==> src/rtl/core/dpma_pkg.sv <==
// ----------------------------------------------------------------------------
// dpma_pkg: shared types and constants for the dual photocell average
// beat formats of both channels and the default window and full scale
// ----------------------------------------------------------------------------
package dpma_pkg;

    // default filter shape
    localparam int WINDOW_DEF     = 100;
    localparam int FULL_SCALE_DEF = 1024;

    // fixed field widths
    localparam int SAMPLE_W  = 10;
    localparam int AVG_OUT_W = 11;
    localparam int PCT_W     = 7;

    // percent scale
    localparam int PERCENT_SCALE = 100;

    // input beat
    typedef struct packed {
        logic [SAMPLE_W-1:0] rear_sample;
        logic [SAMPLE_W-1:0] forward_sample;
        logic                channel;
    } t_in_beat;

    // result beat
    typedef struct packed {
        logic [AVG_OUT_W-1:0] average_counts;
        logic [PCT_W-1:0]     brightness_percent;
    } t_out_beat;

endpackage

==> src/rtl/core/dual_photocell_moving_average.sv <==
// ----------------------------------------------------------------------------
// dual_photocell_moving_average: two-channel boxcar filter with brightness
// running-sum moving average of a rear and a forward photocell stream
// ----------------------------------------------------------------------------
// Usage
//   input channel: i_in_valid / o_in_ready carry one beat with a rear sample,
//   a forward sample and a channel select (0 forward, 1 rear).
//   output channel: o_out_valid / i_out_ready carry one beat per input beat,
//   the floor average of the selected window after this beat's write and the
//   brightness percent derived from it.
//   throughput: one beat per cycle while i_out_ready stays high. One window memory holds both samples of a
//   slot; each beat reads the old pair and writes the new pair at the same
//   edge, so consecutive beats never collide on an entry.
//   pipeline: from input accept to o_out_valid a beat passes the memory read, sum
//   update, three stages of reciprocal divide for the average, two for the
//   percent, then the output register that holds the last correction.
//   reset: synchronous, active low. Windows read as full scale until the
//   write slot has wrapped once; sums start at WINDOW * FULL_SCALE. There is
//   no clearing pass, the block accepts beats right after reset.
//   stall: when the receiver holds i_out_ready low the pipeline fills up and
//   then o_in_ready drops; a bubble anywhere is squeezed out first.
// ----------------------------------------------------------------------------
module dual_photocell_moving_average #(
    parameter int WINDOW     = dpma_pkg::WINDOW_DEF,
    parameter int FULL_SCALE = dpma_pkg::FULL_SCALE_DEF
) (
    input  logic                i_clk,
    input  logic                i_rst_n,
    input  logic                i_in_valid,
    output logic                o_in_ready,
    input  dpma_pkg::t_in_beat  i_in_data,
    output logic                o_out_valid,
    input  logic                i_out_ready,
    output dpma_pkg::t_out_beat o_out_data
);
    import dpma_pkg::*;

    // derived widths
    localparam int ENTRY_MAX = (FULL_SCALE > 1023) ? FULL_SCALE : 1023;
    localparam int AVG_W     = $clog2(ENTRY_MAX + 1);
    localparam int SUM_W     = $clog2(WINDOW * ENTRY_MAX + 1);
    localparam int SLOT_W    = (WINDOW > 1) ? $clog2(WINDOW) : 1;
    localparam int DIFF_W    = $clog2(FULL_SCALE + 1);
    localparam int NUM_W     = $clog2(PERCENT_SCALE * FULL_SCALE + 1);
    localparam int STAGES    = 7;

    // reciprocal of the window, exact after one correction step
    localparam logic [63:0] M1     = (64'd1 << SUM_W) / WINDOW;
    localparam int          M1_W   = $clog2(M1 + 1);
    localparam int          PROD_W = SUM_W + M1_W;

    // reciprocal of full scale, premultiplied by the percent scale
    localparam logic [63:0] M2   = (64'd1 << NUM_W) / FULL_SCALE;
    localparam logic [63:0] K2   = M2 * PERCENT_SCALE;
    localparam int          K2_W = $clog2(K2 + 1);
    localparam int          P2_W = DIFF_W + K2_W;

    // sized constants
    localparam logic [SUM_W-1:0]  SUM_RST = SUM_W'(WINDOW * FULL_SCALE);
    localparam logic [SUM_W-1:0]  SUM_MAX = SUM_W'(WINDOW * ENTRY_MAX);
    localparam logic [SUM_W-1:0]  WIN_C   = SUM_W'(WINDOW);
    localparam logic [AVG_W-1:0]  FS_C    = AVG_W'(FULL_SCALE);
    localparam logic [NUM_W-1:0]  FSN_C   = NUM_W'(FULL_SCALE);
    localparam logic [NUM_W-1:0]  PCT_C   = NUM_W'(PERCENT_SCALE);
    localparam logic [M1_W-1:0]   M1_C    = M1_W'(M1);
    localparam logic [K2_W-1:0]   K2_C    = K2_W'(K2);
    localparam logic [SLOT_W-1:0] SLOT_LAST = SLOT_W'(WINDOW - 1);

    // window memory and control state
    logic [2*SAMPLE_W-1:0] r_mem [WINDOW];
    logic [2*SAMPLE_W-1:0] r_rd;
    logic [SLOT_W-1:0]     r_slot, n_slot;
    logic                  r_wrapped, n_wrapped;
    logic [SUM_W-1:0]      r_rear_sum, n_rear_sum;
    logic [SUM_W-1:0]      r_fwd_sum, n_fwd_sum;
    logic [STAGES:1]       r_valid;
    logic [STAGES+1:1]     rdy;
    logic                  r_out_valid;
    t_out_beat             r_out_data, n_out_data;
    logic                  in_acc;
    logic                  adv1;

    // stage payloads
    logic [SAMPLE_W-1:0] r1_rear, r1_fwd;
    logic                r1_chan, r1_wrapped;
    logic [SUM_W-1:0]    r2_sum, n2_sum;
    logic [PROD_W-1:0]   r3_prod;
    logic [SUM_W-1:0]    r3_sum;
    logic [AVG_W-1:0]    r4_qest, n4_qest;
    logic [SUM_W-1:0]    r4_t, n4_t, r4_sum;
    logic [AVG_W-1:0]    r5_avg, n5_avg;
    logic [DIFF_W-1:0]   r5_diff, n5_diff;
    logic [P2_W-1:0]     r6_p2;
    logic [NUM_W-1:0]    r6_num;
    logic [AVG_W-1:0]    r6_avg;
    logic [PCT_W-1:0]    r7_qe2, n7_qe2;
    logic [NUM_W-1:0]    r7_t2, n7_t2, r7_num;
    logic [AVG_W-1:0]    r7_avg;

    // combinational temporaries
    logic [AVG_W-1:0]  old_rear, old_fwd;
    logic [SUM_W:0]    rear_x, fwd_x;
    logic [SUM_W-1:0]  rem1;
    logic [NUM_W-1:0]  rem2;
    logic [PCT_W-1:0]  quo2;

    // ready chain, back to front
    always_comb begin
        rdy[STAGES+1] = !r_out_valid || i_out_ready;
        for (int k = STAGES; k >= 1; k--) begin
            rdy[k] = !r_valid[k] || rdy[k+1];
        end
    end

    assign o_in_ready = rdy[1];
    assign in_acc     = i_in_valid && rdy[1];
    assign adv1       = r_valid[1] && rdy[2];

    // slot pointer and wrap flag
    always_comb begin
        n_slot    = r_slot;
        n_wrapped = r_wrapped;
        if (in_acc) begin
            if (r_slot == SLOT_LAST) begin
                n_slot    = '0;
                n_wrapped = 1'b1;
            end else begin
                n_slot = r_slot + SLOT_W'(1);
            end
        end
    end

    // running sums: drop the oldest entry, add the new sample
    always_comb begin
        old_rear = r1_wrapped ? AVG_W'(r_rd[2*SAMPLE_W-1:SAMPLE_W]) : FS_C;
        old_fwd  = r1_wrapped ? AVG_W'(r_rd[SAMPLE_W-1:0]) : FS_C;
        rear_x   = (SUM_W+1)'(r_rear_sum) - (SUM_W+1)'(old_rear)
                   + (SUM_W+1)'(r1_rear);
        fwd_x    = (SUM_W+1)'(r_fwd_sum) - (SUM_W+1)'(old_fwd)
                   + (SUM_W+1)'(r1_fwd);
        n_rear_sum = adv1 ? SUM_W'(rear_x) : r_rear_sum;
        n_fwd_sum  = adv1 ? SUM_W'(fwd_x) : r_fwd_sum;
        n2_sum     = r1_chan ? SUM_W'(rear_x) : SUM_W'(fwd_x);
    end

    // average: quotient estimate, back-multiply, correction
    always_comb begin
        n4_qest = AVG_W'(r3_prod >> SUM_W);
        n4_t    = SUM_W'(n4_qest) * WIN_C;
        rem1    = r4_sum - r4_t;
        n5_avg  = r4_qest + AVG_W'(rem1 >= WIN_C);
        n5_diff = (n5_avg < FS_C) ? DIFF_W'(FS_C - n5_avg) : '0;
    end

    // percent: quotient estimate, back-multiply, correction
    always_comb begin
        n7_qe2 = PCT_W'(r6_p2 >> NUM_W);
        n7_t2  = NUM_W'(n7_qe2) * FSN_C;
        rem2   = r7_num - r7_t2;
        quo2   = r7_qe2 + PCT_W'(rem2 >= FSN_C);
        n_out_data.average_counts     = AVG_OUT_W'(r7_avg);
        n_out_data.brightness_percent = PCT_W'(PERCENT_SCALE) - quo2;
    end

    // window memory, read-before-write at the current slot
    always_ff @(posedge i_clk) begin
        if (in_acc) begin
            r_rd          <= r_mem[r_slot];
            r_mem[r_slot] <= {i_in_data.rear_sample, i_in_data.forward_sample};
        end
    end

    // control state
    always_ff @(posedge i_clk) begin
        if (!i_rst_n) begin
            r_slot      <= '0;
            r_wrapped   <= 1'b0;
            r_rear_sum  <= SUM_RST;
            r_fwd_sum   <= SUM_RST;
            r_valid     <= '0;
            r_out_valid <= 1'b0;
        end else begin
            r_slot     <= n_slot;
            r_wrapped  <= n_wrapped;
            r_rear_sum <= n_rear_sum;
            r_fwd_sum  <= n_fwd_sum;
            if (rdy[1]) begin
                r_valid[1] <= i_in_valid;
            end
            for (int k = 2; k <= STAGES; k++) begin
                if (rdy[k]) begin
                    r_valid[k] <= r_valid[k-1];
                end
            end
            if (rdy[STAGES+1]) begin
                r_out_valid <= r_valid[STAGES];
            end
        end
    end

    // stage payloads move whenever the stage is free or draining
    always_ff @(posedge i_clk) begin
        if (rdy[1]) begin
            r1_rear    <= i_in_data.rear_sample;
            r1_fwd     <= i_in_data.forward_sample;
            r1_chan    <= i_in_data.channel;
            r1_wrapped <= r_wrapped;
        end
        if (rdy[2]) begin
            r2_sum <= n2_sum;
        end
        if (rdy[3]) begin
            r3_prod <= PROD_W'(r2_sum) * PROD_W'(M1_C);
            r3_sum  <= r2_sum;
        end
        if (rdy[4]) begin
            r4_qest <= n4_qest;
            r4_t    <= n4_t;
            r4_sum  <= r3_sum;
        end
        if (rdy[5]) begin
            r5_avg  <= n5_avg;
            r5_diff <= n5_diff;
        end
        if (rdy[6]) begin
            r6_p2  <= P2_W'(r5_diff) * P2_W'(K2_C);
            r6_num <= NUM_W'(r5_diff) * PCT_C;
            r6_avg <= r5_avg;
        end
        if (rdy[7]) begin
            r7_qe2 <= n7_qe2;
            r7_t2  <= n7_t2;
            r7_num <= r6_num;
            r7_avg <= r6_avg;
        end
        if (rdy[STAGES+1]) begin
            r_out_data <= n_out_data;
        end
    end

    assign o_out_valid = r_out_valid;
    assign o_out_data  = r_out_data;

    // the write slot never leaves the window
    a_slot_range: assert property (@(posedge i_clk) disable iff (!i_rst_n)
        r_slot <= SLOT_LAST)
        else $error("write slot out of window");

    // running sums stay within the largest possible window total
    a_sum_range: assert property (@(posedge i_clk) disable iff (!i_rst_n)
        (r_rear_sum <= SUM_MAX) && (r_fwd_sum <= SUM_MAX))
        else $error("running sum out of range");

    // a delivered percent is never above the scale
    a_pct_range: assert property (@(posedge i_clk) disable iff (!i_rst_n)
        o_out_valid |-> (o_out_data.brightness_percent <= PCT_W'(PERCENT_SCALE)))
        else $error("brightness percent above scale");

    // a receiver that takes every beat never stalls the input side
    a_no_stall: assert property (@(posedge i_clk) disable iff (!i_rst_n)
        i_out_ready |-> o_in_ready)
        else $error("input stalled while output drains");

endmodule

==> config.mk <==
export PLATFORM = sky130hd
export DESIGN_NAME = dual_photocell_moving_average
export DESIGN_NICKNAME = d
export VERILOG_FILES = /design/src/rtl/core/dpma_pkg.sv /design/src/rtl/core/dual_photocell_moving_average.sv
export SDC_FILE = /design/constraint.sdc
export NUM_CORES = 2
export LEC_CHECK = 0
export BUFFER_PORTS_ARGS = -buffer_cell sky130_fd_sc_hd__buf_2
export CORE_AREA = 8 8 481 483
export DETAILED_ROUTE_END_ITERATION = 12
export DIE_AREA = 0 0 489 491
export GPL_TIMING_DRIVEN = 1
export PLACE_DENSITY = 0.62
export SLEW_MARGIN = 5
export SYNTH_ARGS = -nofsm -noshare
export SYNTH_HDL_FRONTEND = slang
export SYNTH_SLANG_ARGS = --single-unit
export TNS_END_PERCENT = 5
==> constraint.sdc <==
create_clock -name i_clk -period 7.35 [get_ports i_clk]
set_input_delay 0.3675 -clock i_clk [delete_from_list [all_inputs] [get_ports i_clk]]
set_output_delay 0.3675 -clock i_clk [all_outputs]
set_load 0.05 [all_outputs]
==> flow_metrics.env <==
export IMPL_fin_tns_setup_ns=0
export IMPL_ys_ff_latch=2249
export IMPL_hp_class="in2reg"
export IMPL_synthArstFlopShare_pct=0
export IMPL_io_pins=45
export IMPL_power_total_uw=37900
export IMPL_finalClockSkew_ns=0.104
export IMPL_post_cts_setup_buffers=0
export IMPL_max_vdd_ir_drop_mv=1.10
export IMPL_rows=174
export IMPL_routabilityCongestion=0.844
export IMPL_cts_resized=0
export IMPL_worst_setup_path_type="reg2reg"
export IMPL_netlist_area_mm2=0.0890
export IMPL_numClockSinks=2249
export IMPL_fin_nets=5748
export IMPL_final_cell_area_mm2=0.101
export IMPL_cap_violations=1
export IMPL_min_to="r_mem[83][13]"
export IMPL_yosys_warnings=0
export IMPL_dieArea_mm2=0.240
export IMPL_synth_ff_type="edfxtp_1"
export IMPL_setup_viol=0
export IMPL_regToRegSetupSlack_ns=2.05
export IMPL_maxSlewViolCount=0
export IMPL_cpPeakStageDelay_ns=0.63
export IMPL_synth_edff_count=2199
export IMPL_cts_tree="built"
export IMPL_drt_first_iter_violations=5713
export IMPL_outcome="finished with violations"
export IMPL_slowest_stage="edfxtp_1"
export IMPL_worst_path_max_fanout=9
export IMPL_clock_latency_ns=0.87
export IMPL_endpoint_kind="flip-flop"
export IMPL_power_density_mw_per_mm2=376
export IMPL_maxSlewHeadroom_pct=0.893
export IMPL_finalWirelength_um=242000
export IMPL_path_cells="fa_1 -> ha_1 -> fa_1 -> fa_1 -> fa_1 -> ha_1 -> a22oi_1 -> nand2_1 -> or3b_2 -> o221ai_1 -> o21ai_0 -> o21a_1 -> nor2_1 -> xnor2_1"
export IMPL_path_clk_slew_ns=0.06
export IMPL_avgSynthCellArea_um2=17.0
export IMPL_postSynthCellCount=5222
export IMPL_clockRootBuffer="clkbuf_16"
export IMPL_reg2reg_depth=14
export IMPL_fin_crit_ns=5.30
export IMPL_min_period_over_period_pct=72.1
export IMPL_die_w_um=489
export IMPL_pre_cts_ws_ns=2.01
export IMPL_dpl_hpwl_um=139000
export IMPL_timing_critical_path_mode_cell="fa_1"
export IMPL_placement_io_buffers=44
export IMPL_fin_ws_ns=2.05
export IMPL_r2r_end="r3_prod[26]"
export IMPL_p_leak_uw=0.0328
export IMPL_cts_buffers=223
export IMPL_cts_buffer_depth=3
export IMPL_grt_pass1_wl_um=348000
export IMPL_fmax_mhz=189
export IMPL_h_tree_depth=4
export IMPL_viasPerCell=5.84
export IMPL_violations="capacitance limit"
export IMPL_wire_per_inst_um=28.1
export IMPL_hp_start="i_in_data[14]"
export IMPL_min_path_cells=1
export IMPL_synth_yosys_seq_area_share_pct=75.4
export IMPL_antenna_left=0
export IMPL_grt_overflow=0
export IMPL_drt_pass1_iter_count=7
export IMPL_coreArea_mm2=0.224
export IMPL_whs_ns=0.0332
export IMPL_vias=50266
export IMPL_postPlaceCellArea_mm2=0.0936
export IMPL_grt_total_usage_pct=19.4
export IMPL_area_growth_pct=13.6
export IMPL_drive_gt1_share_pct=12.9
export IMPL_start_kind="flip-flop"
export IMPL_ys_types=77
export IMPL_worstReg2RegStart="r2_sum[15]"
export IMPL_grt_max_degree=94
export IMPL_dieHeight_um=491
export IMPL_max_slew_worst_pin_slew_ns=1.45
export IMPL_hold_viol_final=0
export IMPL_drc=0
export IMPL_grt_pass1_vias=49703
export IMPL_antenna_found_initial=14
export IMPL_syn_nets=5559
export IMPL_rsz0062_at_grt="false"
export IMPL_cp_required_ns=7.91
export IMPL_cp_arrival_ns=5.86
export IMPL_start_util_pct=39.8
## layer usage
layer / part of all wire (%) / global-route usage (%)
met1: 39 / 25.4
met2: 48 / 32.4
met3: 8.2 / 3.53
met4: 4.1 / 7.28
met5: 0.0045 / 0
## state kept, by name (all words and copies together), names as in the netlist, 7 cells and up
| register | count |
|---|---|
| r6_num | 7 |
| r_rear_sum | 17 |
| r7_avg | 11 |
| o_out_data | 18 |
| r2_sum | 17 |
| r3_prod | 11 |
| r4_sum | 15 |
| r_rd | 20 |
| r4_t | 12 |
| r6_avg | 11 |
| r_mem | 2000 |
| r1_rear | 10 |
| r5_diff | 11 |
| r_slot | 7 |
| r7_qe2 | 7 |
| r_valid | 7 |
| r4_qest | 11 |
| r5_avg | 11 |
| r1_fwd | 10 |
| r3_sum | 15 |
| r_fwd_sum | 17 |
## kinds of logic after synthesis
logic type | count (synthesis) | synth area share (%)
and+or+nand+nor | 597 | 3.39
DFF | 2249 | 75.4
buffers and inverters | 541 | 2.61
xor gates and xnor gates | 82 | 0.823
AOI/OAI and AO/OA | 1397 | 11.9
muxes | 44 | 0.871
adders and majority gates | 312 | 5.09
## worst max-delay path, delay by kind of cell, from the launching register on
| family | cells | cell delay (ns) |
|---|---|---|
| compound gates | 4 | 1.00 |
| xor+xnor | 1 | 0.09 |
| fa+ha+maj | 6 | 2.63 |
| flops | 1 | 0.63 |
| simple gates | 3 | 0.68 |
## layout make-up
type	instances	area, µm²
fillers	19029	123000
flip-flops and latches	2249	67000
multi-input cells	2432	20000
clock buffers	262	5740
well taps	2992	3740
repair buffers	255	2100
clock inverters	156	1510
inverters	250	938
diodes	5	12.5
## synth_stat cells, types with 7 or more instances
master,instances,area (µm²)
buf_2,141,706
mux2_2,7,78.8
xnor2_1,54,473
nor2_1,168,631
nand3_1,53,265
o211ai_1,32,240
clkbuf_1,97,364
fa_1,83,1660
o21ai_0,56,280
dfxtp_1,50,1000
nor2b_1,15,93.8
a22o_1,179,1570
a22oi_1,611,4590
nand2_1,107,402
xor2_1,27,236
a21boi_0,21,158
and2_1,32,200
and3_1,10,62.6
edfxtp_1,2199,66000
o2111ai_1,11,96.3
mux2i_1,11,110
mux4_2,26,586
o21bai_1,12,90.1
a31oi_1,126,788
o21a_1,19,143
a21o_1,9,67.6
a21oi_1,86,430
nor4_1,15,93.8
nor3_1,38,190
nand2b_1,8,50.1
inv_1,250,938
nand4_1,116,726
buf_6,13,146
buf_1,36,135
ha_1,229,2870
a221oi_1,177,1550
## placed cells by master (no fill, tap or decap), types with 92 or more instances in the layout
| master | count |
|---|---|
| clkbuf_16 | 223 |
| buf_4 | 197 |
| nand2_1 | 101 |
| a221oi_1 | 177 |
| nand4_1 | 116 |
| a22o_1 | 179 |
| nor2_2 | 92 |
| ha_1 | 229 |
| edfxtp_1 | 2199 |
| a31oi_1 | 125 |
| a22oi_1 | 611 |
| inv_1 | 250 |
## timing repair
action / in CTS / in global routing
endpoints found under the hold margin: 267 / 0
endpoints found under the setup margin: 0 / 0
hold buffers: 18 / 0
## worst max-delay path by stage
stage,startpoint,to,slack (ns)
floorplan,r2_sum[13],r3_prod[27],2.44
global placement,r2_sum[15],r3_prod[27],2.02
global route,r2_sum[15],r3_prod[26],1.72
CTS,r2_sum[15],r3_prod[26],1.99
detailed placement,r2_sum[14],r3_prod[27],2.01
finish,r2_sum[15],r3_prod[26],2.05
## report_power, final
group | switching, µW | internal (µW)
Clock | 4880 | 6340
Sequential | 371 | 15100
Combinational | 6330 | 4900
Total | 11600 | 26400
## metrics by stage
stage          instances  utilization (%)
2_1_floorplan       5222                -
5_1_grt             8597             45.2
3_3_place_gp        8160             41.9
4_1_cts             8596             45.2
3_5_place_dp        8160             41.9
6_report            8601             45.2
Note: power is estimated with default switching activity, not from simulation.
